### src/design/fdl_lba_unit.sv
// Two-stage start sector calculation from the first cluster number.
`default_nettype none
module fdl_lba_unit (
  input  wire logic        clk,
  input  wire logic [31:0] cluster,
  input  wire logic [31:0] data_start_lba,
  input  wire logic [7:0]  cluster_sectors,
  output logic      [31:0] start_lba
);
  logic [31:0] prod;
  logic        low_cluster;
  logic [31:0] full_prod;

  assign full_prod = (cluster - 32'd2) * {24'd0, cluster_sectors};

  always_ff @(posedge clk) begin
    prod <= full_prod;
    low_cluster <= (cluster < 32'd2);
    start_lba <= low_cluster ? 32'd0 : data_start_lba + prod;
  end
endmodule
`default_nettype wire

### config.mk
export PLATFORM = sky130hd
export DESIGN_NAME = fdl_lba_unit
export DESIGN_NICKNAME = d
export VERILOG_FILES = /design/src/design/fdl_lba_unit.sv
export SDC_FILE = /design/constraint.sdc
export NUM_CORES = 1
export LEC_CHECK = 0
export BUFFER_PORTS_ARGS = -buffer_cell sky130_fd_sc_hd__buf_4
export CAP_MARGIN = 20
export CORE_MARGIN = 4
export CORE_UTILIZATION = 50
export CTS_CLUSTER_DIAMETER = 30
export DETAILED_ROUTE_END_ITERATION = 16
export GPL_TIMING_DRIVEN = 0
export PLACE_DENSITY = 0.69
export SLEW_MARGIN = 10
export SYNTH_ARGS = -nofsm -noshare
export SYNTH_HDL_FRONTEND = slang
export SYNTH_SLANG_ARGS = --single-unit
export TNS_END_PERCENT = 20
### constraint.sdc
create_clock -name clk -period 19.15 [get_ports clk]
set_input_delay 2.8725 -clock clk [delete_from_list [all_inputs] [get_ports clk]]
set_output_delay 2.8725 -clock clk [all_outputs]
set_load 0.1 [all_outputs]
Yosys cells after proc, flatten, opt, wreduce, memory -nomap -nowiden
Cells that the tools add are included.
{"block": "totals", "mem_bits_rw": 0, "memories": 0, "input_bits": 73, "latchBits": 0, "output_inout_bits": 32, "reg_bits": 65, "rom_bits": 0}
{"block": "classes", "multipliers": 1, "n_reduce_logical": 0, "muxes": 0, "shifts": 0, "order_cmp": 1, "bitwise_logic": 0, "div_mod_pow": 0, "n_eq_ne": 0, "addsub": 2}
{"cell": "$add 32x32->32", "n": 1}
{"cell": "$lt 32x2->1 const B", "n": 1}
{"cell": "$mul 32x8->32", "n": 1}
{"cell": "$sub 32x2->32 const B", "n": 1}

Longest topological paths before layout
Gate-level depths: netlist (run 1).
{"block": "logic_depth", "ltp_word": 2, "ltp_mapped": 25, "depth_no_buf": 25}

Worst setup path before layout (run 1)
Ideal clock, no wire load.
{"block": "synth_timing", "path_kind": "input-to-reg", "start": "in cluster[1]", "end": "reg prod[31]", "cell_stages": 22, "path_slack_ns": 10.790, "path_buffers": 0, "arrival_ns": 8.288, "setup_time_ns": 0.072, "cell_sequence": "inv_1 ha_1 nor4b_2 nand3_2 nor4_1 nand2_1 xor2_1 nor2b_1 fa_1 fa_1 fa_1 fa_1 ha_1 a21o_1 nand2_1 nand2b_1 a21o_1 a2111o_1 a32oi_1 a31oi_1 a31oi_1 xnor2_1"}
{"block": "synth_via", "elab_chain_len": 2}
{"item": "from (decl)", "line_no": "5", "rtl": "input wire logic [31:0] cluster,"}
{"item": "$sub 32x2->32", "line_no": "14", "rtl": "assign full_prod = (cluster - 32'd2) * {24'd0, cluster_sectors};"}
{"item": "$mul 32x8->32", "line_no": "14"}
{"item": "via full_prod[31]", "line_no": "12", "rtl": "logic [31:0] full_prod;"}
{"item": "to (signal assigned)", "line_no": "17", "rtl": "prod <= full_prod;"}
{"item": "to (decl)", "line_no": "10", "rtl": "logic [31:0] prod;"}
The timed path passes the listed nets, and every way through them passes these cells.
A chain may end at the register's enable or synchronous reset.

Worst setup path after layout (run 1)
Ends and elaborated chain as after synthesis.

==> results of run 1 <==
[worst max-delay path, stage by stage]
cell	delay [ns]
buf_4	0.15
inv_1	0.10
ha_1	0.21
nor4b_2	0.41
nand3_2	0.26
nor4_1	0.36
nand2_1	0.11
xor2_1	0.65
nor2b_1	0.15
fa_1	0.51
fa_1	0.57
fa_1	0.43
fa_1	0.45
ha_1	0.38
a21o_1	0.21
nand2_1	0.08
nand2b_1	0.05
a21o_1	0.21
a2111o_1	0.41
a32oi_1	0.28
a31oi_1	0.20
a31oi_1	0.24
xnor2_1	0.13
[flip-flops by register name, indices dropped and copies added, names as in the netlist]
register and cells:
prod 32, low_cluster 1, start_lba 32
[final cells by class]
type                            instances  share of cell area (%)
Sequential cell                        65                    11.1
Buffer                                 28                   0.894
Inverter                              153                    4.88
Multi-Input combinational cell        892                    70.9
Timing Repair Buffer                  104                    6.64
Clock buffer                           14                    2.24
Clock inverter                          2                   0.511
Tap cell                              270                    2.87
[worst max path at each step]
| stage | startpoint | to | depth (start not counted) |
|---|---|---|---|
| 2_1_floorplan | cluster[1] | prod[31]$_DFF_P_ | 22 |
| 3_3_place_gp | cluster[1] | prod[31]$_DFF_P_ | 23 |
| 3_5_place_dp | cluster[1] | prod[31]$_DFF_P_ | 23 |
| 4_1_cts | cluster[1] | prod[31]$_DFF_P_ | 23 |
| 5_1_grt | cluster[1] | prod[31]$_DFF_P_ | 23 |
| 6_report | cluster[1] | prod[31]$_DFF_P_ | 23 |
[stage by stage]
stage	cells	area, sq um	hold WS, ns
after global routing	1528	11800	0.640
after global placement	1512	11400	0.535
after detailed placement	1512	11400	0.548
after CTS	1528	11800	0.560
final	1528	11800	0.549
after floorplan	1138	10300	0.524
[layout by cell type, fill, tap and decap left out, drive strengths merged, types with 3 or more instances in the layout]
master,Yosys,layout
nor2b,166,166
fa,157,157
inv,153,153
buf,2,106
ha,72,72
dfxtp,65,65
nor2,63,63
xnor2,55,55
nand2,48,48
nand2b,48,48
a21oi,40,40
clkbuf,26,40
xor2,27,27
a21o,26,26
nor3,24,24
and2,20,20
o21ai,19,19
o21a,17,17
nand3,10,10
nor4,10,10
and2b,7,7
a21boi,7,7
or3,6,6
and3,6,6
o21bai,6,6
nand4,6,6
o31ai,5,5
a31oi,5,5
nor4b,4,4
or4,3,3
a211oi,3,3
and3b,3,3
[logic make-up after synthesis]
logic type	count (synthesis)	synth area share, %
AND/OR/NAND/NOR	430	24.4
AO/OA/AOI/OAI	146	9.40
XOR/XNOR	84	7.47
buffers and inverters	181	6.58
adder cells (fa/ha/maj)	229	39.2
flip-flops	65	12.6
multiplexers	3	0.303
[per-layer routing]
layer | vias to the layer above | wire (um) | share of wire [%]
li1 | 3852 | - | -
met1 | 3780 | 11200 | 47
met2 | 209 | 11000 | 46
met3 | 29 | 1230 | 5.1
met4 | 0 | 497 | 2.1
met5 | - | 0 | 0
[report_power, final]
| part | internal (W) | switching (W) |
|---|---|---|
| Clock | 0.000121 | 0.0000519 |
| Combinational | 0.000575 | 0.000895 |
| Sequential | 0.000220 | 0.0000200 |
| Total | 0.000916 | 0.000967 |
==> metrics.md, run 1 <==
| Metric | Value |
|---|---|
| Maximum clock rate | `109 MHz` |
| Most used routing layer | `met2` |
| Pre-CTS setup slack | `9.68 ns` |
| Share of layout cells above drive strength 1 | `10.7%` |
| Vias | `7,870` |
| Synth area leader | `fa_1` |
| Area grow syn2layout | `14.0%` |
| Fillers | `1,872` |
| Final HPWL from detailed placement | `20,400 um` |
| Die boundary height | `152 um` |
| Post_cts resized | `0` |
| R2R Setup Slk | `16.03 ns` |
| Die ar. | `23,000 sq um` |
| Worst hold start | `prod[0]$_DFF_P_` |
| M1 GR Usage | `30.1%` |
| Final hold vios | `0` |
| Hold Path Depth | `2` |
| Mapped Cells | `1,138` |
| Core area | `20,200 sq um` |
| CP arrival | `9.42 ns` |
| CTS H-tree lvls | `3` |
| Net count after synthesis | `1,440` |
| FP Rows | `52` |
| Iter 0 DRT Violations | `421` |
| Total CTS buffers | `9` |
| Post-synth EDFFs | `0` |
| Most instantiated cells after synthesis | `nor2b_1, fa_1, inv_1` |
| Number of global-route vias before repair | `7,950` |
| Max-cap violations | `0` |
| Worst-Margin Slew | `0.905 ns` |
| Max_slew headroom | `39.2%` |
| PwrDens | `160 nW/um^2` |
| Worst Path Class, Setup | `input pin to register` |
| Largest net degree at the start of global routing | `11` |
| Reg2reg start | `prod[0]$_DFF_P_` |
| Worst VDD drop | `0.0617 mV` |
| DRC Markers | `0` |
| Io pins | `105` |
| CTS tree | `done` |
| Vias/cell | `5.15` |
| Crit share post-route | `47.8%` |
| Leak | `5.47 nW` |
| Data required time at the worst endpoint | `19.41 ns` |
| Gpl congestion | `0.877` |
| Setup WS post-layout | `9.99 ns` |
| Synth Register Bits | `65` |
| Syn avg cell area | `9.07 sq um` |
| Syn. warnings | `0` |
| Post CTS Setup Buffer Count | `0` |
| Area contributors post-synth | `fa_1, dfxtp_1, nor2b_1` |
| Tmin final | `9.16 ns` |
| Sequential share of the synthesized area | `12.6%` |
| Number of antenna diodes | `0` |
| Final nets | `1,555` |
| Slew Viols, Final | `0` |
| Clock latency on the worst-skew pair | `0.33 ns` |
| Critical R2R Capture | `start_lba[24]$_SDFF_PP0_` |
| Initial antenna violation count | `0` |
| Post-DRT Antenna Nets | `0` |
| GR Util met2 | `36.1%` |
| Dominant cell by count in the synthesized netlist | `nor2b_1` |
| Met3 Track Usage GR | `2.17%` |
| First-pass GRT wire length | `39,200 um` |
| Hold buffers post-CTS | `0` |
| Clock Sinks | `65` |
| Top cell type's share of synthesized area | `30.5%` |
| CTS Root Buffer Type | `clkbuf_16` |
| Port Buf Inserts | `104` |
| Hold WC Path Type | `register to register` |
| Gr ovfl total | `0` |
| Tot Pwr | `0.00188 W` |
| Wire per inst | `15.7 um` |
| Multi-input logic area | `8340 sq um` |
| Reg2reg path depth | `12` |
| Clock Skew | `0.00403 ns` |
| DR pass1 iterations | `4` |
| RSZ-0062 raised after global routing | `false` |
| Status | `finished, final reports clean` |
| Setup crit end kind | `register` |
| Flip-flop and latch area | `1300 sq um` |
| Type of origin of the critical path | `input pin` |
| Total track usage | `21.7%` |
| Final core utilization | `58.1%` |
| Hold path endpoint | `start_lba[0]$_SDFF_PP0_` |
| Die Span X | `152 um` |
| Count of different cell masters after synthesis | `64` |
| Clk slew on worst S/H paths | `0.05 ns` |
| Initial core utilization | `51.0%` |
| CTS max path bufs | `2` |
| Top_reg_cell synth | `dfxtp_1` |
| Ys async rst share | `0%` |
| Cell Area, Synth | `10,300 sq um` |
| CP max FO | `8` |
| Drt total wl | `24,000 um` |
| Final setup fails | `0` |
| Sum Neg Setup Slack | `0 ns` |
No activity file was read; power rests on OpenSTA's default activity.
==> inputs of run 2 (changes only) <==
--- a/config.mk
+++ b/config.mk
@@ -5,6 +5,7 @@
 export SDC_FILE = /design/constraint.sdc
 export NUM_CORES = 1
 export LEC_CHECK = 0
+export ABC_AREA = 1
 export BUFFER_PORTS_ARGS = -buffer_cell sky130_fd_sc_hd__buf_4
 export CAP_MARGIN = 20
 export CORE_MARGIN = 4
@@ -12,7 +13,7 @@
 export CTS_CLUSTER_DIAMETER = 30
 export DETAILED_ROUTE_END_ITERATION = 16
 export GPL_TIMING_DRIVEN = 0
-export PLACE_DENSITY = 0.69
+export PLACE_DENSITY = 0.72
 export SLEW_MARGIN = 10
 export SYNTH_ARGS = -nofsm -noshare
 export SYNTH_HDL_FRONTEND = slang
==> constraint.sdc (replaced) <==
create_clock -name clk -period 7.8 [get_ports clk]
set_input_delay 1.17 -clock clk [delete_from_list [all_inputs] [get_ports clk]]
set_output_delay 1.17 -clock clk [all_outputs]
set_load 0.1 [all_outputs]
==> metrics.md, run 2 <==
| Metric | Value |
|---|---|
| Status | `finished, final reports clean (unchanged)` |
| Leak | `6.23 nW (was 5.47 nW)` |
| Sequential share of the synthesized area | `12.3% (was 12.6%)` |
| Critical Path End | `prod[28]$_DFF_P_ (was prod[31]$_DFF_P_)` |
| DR pass1 iterations | `5 (was 4)` |
| WP depth | `23 (unchanged)` |
| Core area | `21,000 sq um (was 20,200 sq um)` |
| Pint | `0.00211 W (was 0.000916 W)` |
| Synth area leader | `fa_1 (unchanged)` |
| Clock share of power | `9.6% (was 9.2%)` |
| R2R Setup Slk | `5.46 ns (was 16.03 ns)` |
| Total CTS buffers | `9 (unchanged)` |
| Cell Area, Synth | `10,600 sq um (was 10,300 sq um)` |
| First-pass GRT wire length | `47,500 um (was 39,200 um)` |
| Syn avg cell area | `7.35 sq um (was 9.07 sq um)` |
| Ys async rst share | `0% (unchanged)` |
| Most used routing layer | `met2 (unchanged)` |
| Gpl congestion | `0.953 (was 0.877)` |
| Top cell type's share of synthesized area | `29.6% (was 30.5%)` |
| Sw power | `0.00266 W (was 0.000967 W)` |
| Max-cap violations | `0 (unchanged)` |
| Met3 Track Usage GR | `3.72% (was 2.17%)` |
| Data required time at the worst endpoint | `8.07 ns (was 19.41 ns)` |
| Clk slew on worst S/H paths | `0.05 ns (about the same)` |
| GR Util met2 | `42.0% (was 36.1%)` |
| CTS H-tree lvls | `3 (unchanged)` |
| Net count after synthesis | `1,747 (was 1,440)` |
| Share of layout cells above drive strength 1 | `10.5% (was 10.7%)` |
| Number of global-route vias before repair | `9,896 (was 7,950)` |
| Die Span X | `154 um (was 152 um)` |
| Initial core utilization | `50.7% (was 51.0%)` |
| Comb power frac | `78.1% (was 78.0%)` |
| Final setup fails | `0 (unchanged)` |
| Io pins | `105 (unchanged)` |
| Slew Viols, Final | `0 (unchanged)` |
| Largest net degree at the start of global routing | `12 (was 11)` |
| Dominant cell by count in the synthesized netlist | `nor2_1 (was nor2b_1)` |
| Hold WC Path Type | `register to register (unchanged)` |
| Worst Path Class, Setup | `input pin to register (unchanged)` |
| Type of origin of the critical path | `input pin (unchanged)` |
| Die boundary height | `154 um (was 152 um)` |
| Worst-Margin Slew | `0.797 ns (was 0.905 ns)` |
| Commonest cells after routing, fill and taps aside | `nor2_1, inv_1, nand2_1 (was nor2b_1, fa_1, inv_1)` |
| Sum Neg Setup Slack | `0 ns (unchanged)` |
| CTS tree | `done (unchanged)` |
| Initial antenna violation count | `0 (unchanged)` |
| Seq pwr share | `12.3% (was 12.8%)` |
| Area grow syn2layout | `13.6% (was 14.0%)` |
| Clock latency on the worst-skew pair | `0.34 ns (was 0.33 ns)` |
| Mapped Cells | `1,445 (was 1,138)` |
| Post-DRT Antenna Nets | `0 (unchanged)` |
| CTS max path bufs | `2 (unchanged)` |
| FP Rows | `53 (was 52)` |
| Clock Sinks | `65 (unchanged)` |
| Crit-path max cell delay | `0.64 ns (was 0.65 ns)` |
| Critical Path Source | `cluster[1] (unchanged)` |
| Iter 0 DRT Violations | `492 (was 421)` |
| Worst path buffer plus inverter count | `5 (was 2)` |
| Tmin final | `6.61 ns` |
| Post CTS Setup Buffer Count | `0 (unchanged)` |
| CTS Root Buffer Type | `clkbuf_16 (unchanged)` |
| Die ar. | `23,600 sq um (was 23,000 sq um)` |
| Area contributors post-synth | `fa_1, dfxtp_1, nor2_1 (was fa_1, dfxtp_1, nor2b_1)` |
| Port Buf Inserts | `100 (was 104)` |
| Maximum clock rate | `151 MHz` |
| Count of different cell masters after synthesis | `40 (was 64)` |
| CP arrival | `6.87 ns (was 9.42 ns)` |
| Wire per inst | `15.4 um (was 15.7 um)` |
| Final HPWL from detailed placement | `24,300 um (was 20,400 um)` |
| Most instantiated cells after synthesis | `nor2_1, inv_1, nand2_1 (was nor2b_1, fa_1, inv_1)` |
| Max_slew headroom | `46.5% (was 39.2%)` |
| Vias/cell | `5.22 (was 5.15)` |
| Post_cts resized | `0 (unchanged)` |
| Vias | `9,586 (was 7,870)` |
| Syn. warnings | `0 (unchanged)` |
| Hold buffers post-CTS | `0 (unchanged)` |
| Reg2reg start | `prod[8]$_DFF_P_ (was prod[0]$_DFF_P_)` |
| Drt total wl | `28,300 um (was 24,000 um)` |
| Slowest library cell on the worst path | `xor2_1 (unchanged)` |
| CP delay by family, top | `adder cells (unchanged)` |
| Clock Skew | `0.00630 ns (was 0.00403 ns)` |
| Synth Register Bits | `65 (unchanged)` |
| Reg2reg path depth | `12 (unchanged)` |
| Final hold vios | `0 (unchanged)` |
| Worst VDD drop | `0.157 mV (was 0.0617 mV)` |
| RSZ-0062 raised after global routing | `false (unchanged)` |
| Top_reg_cell synth | `dfxtp_1 (unchanged)` |
| Tot Pwr | `0.00477 W (was 0.00188 W)` |
| CP max FO | `8 (unchanged)` |
| Net Sw Frac | `55.8% (was 51.3%)` |
| Top Registers | `prod: 32 flops, start_lba: 32 flops, low_cluster: 1 flops (unchanged)` |
| Most frequent CP cell | `fa_1 (unchanged)` |
| M1 GR Usage | `30.9% (was 30.1%)` |
| CP cell instances | `buf_4 > inv_2 > ha_1 > nand2_4 > nor3_2 > inv_1 > nor3_1 > xor2_1 > nor2_1 > fa_1 > fa_1 > fa_1 > inv_1 > fa_1 > inv_1 > ha_1 > a21oi_1 > o21ai_0 > a21oi_1 > nand3_1 > a21o_1 > a21oi_1 > xor2_1 (was buf_4 > inv_1 > ha_1 > nor4b_2 > nand3_2 > nor4_1 > nand2_1 > xor2_1 > nor2b_1 > fa_1 > fa_1 > fa_1 > fa_1 > ha_1 > a21o_1 > nand2_1 > nand2b_1 > a21o_1 > a2111o_1 > a32oi_1 > a31oi_1 > a31oi_1 > xnor2_1)` |
| Gr ovfl total | `0 (unchanged)` |
| Post-synth EDFFs | `0 (unchanged)` |
| PwrDens | `395 nW/um^2 (was 160 nW/um^2)` |
| Final nets | `1,858 (was 1,555)` |
| Most common cell after layout, fill and taps aside | `nor2_1 (was nor2b_1)` |
| Number of antenna diodes | `0 (unchanged)` |
| DRC Markers | `0 (unchanged)` |
| Crit share post-route | `84.7%` |
| Total track usage | `24.5% (was 21.7%)` |
| Critical R2R Capture | `start_lba[20]$_SDFF_PP0_ (was start_lba[24]$_SDFF_PP0_)` |
| Setup crit end kind | `register (unchanged)` |
run 2: cell types whose count changed after synthesis, sizes merged, moves of 8 or more:
cell / before / now
nor2: 63 / 294
nand2: 48 / 223
nor2b: 166 / 0
inv: 153 / 270
a21oi: 40 / 99
nand2b: 48 / 0
o21ai: 19 / 61
xnor2: 55 / 13
nand3: 10 / 48
a21o: 26 / 6
and2: 20 / 0
nor3: 24 / 12
xor2: 27 / 35
run 2: logic make-up after synthesis:
logic type,share of synthesized area (%)
buf+inv,10.4
xor+xnor,4.03
fa+ha+maj,38.1
compound gates,10.8
flops,12.3
simple gates,24.4
run 2: worst min path at each step:
stage | startpoint | to | slack [ns] | depth (start not counted)
detailed placement | prod[0]$_DFF_P_ | start_lba[0]$_SDFF_PP0_ | 0.56 | 3
floorplan | prod[0]$_DFF_P_ | start_lba[0]$_SDFF_PP0_ | 0.52 | 3
finish | prod[0]$_DFF_P_ | start_lba[0]$_SDFF_PP0_ | 0.56 | 3
global route | prod[0]$_DFF_P_ | start_lba[0]$_SDFF_PP0_ | 0.62 | 3
CTS | prod[0]$_DFF_P_ | start_lba[0]$_SDFF_PP0_ | 0.58 | 3
global placement | prod[0]$_DFF_P_ | start_lba[0]$_SDFF_PP0_ | 0.53 | 3
run 2: routing by layer:
metal	share of wire [%]	routed length (um)
met3	6.4	1820
met2	48	13600
met1	41	11700
met5	0	0
met4	4.3	1210
run 2: area by class of cell:
| class | count | area (sq um) |
|---|---|---|
| repair buffers | 100 | 751 |
| clock inverters | 5 | 103 |
| fillers | 2025 | 8890 |
| plain buffers | 23 | 87.6 |
| flip-flops and latches | 65 | 1300 |
| clock buffers | 11 | 243 |
| multi-input cells | 1085 | 8210 |
| inverters | 272 | 1020 |
| well taps | 275 | 344 |
run 2: worst register-to-register path, delay by kind of cell (launching register included):
kind | cells | cell delay (ns)
and+or+nand+nor | 8 | 1.01
AOI/OAI and AO/OA | 3 | 0.58
DFF | 1 | 0.30
adders and majority gates | 1 | 0.34
run 2: stage by stage:
step	cells	hold slack, ns	utilization, %	setup slack, ns	cell area, sq um
2_1_floorplan	1445	0.519	-	1.88	10600
3_3_place_gp	1820	0.528	55.9	0.866	11700
3_5_place_dp	1820	0.563	55.9	0.849	11700
4_1_cts	1836	0.575	57.6	1.18	12100
5_1_grt	1836	0.617	57.6	0.819	12100
6_report	1836	0.561	57.6	1.19	12100
run 2: power by group through the flow:
stage | logic, W | clock network (W) | registers [W]
floorplan | 0.00229 | 0 | 0.00118
global placement | 0.00365 | 0 | 0.000592
detailed placement | 0.00370 | 0 | 0.000593
CTS | 0.00372 | 0.000463 | 0.000587
global route | 0.00419 | 0.000481 | 0.000606
finish | 0.00372 | 0.000458 | 0.000586
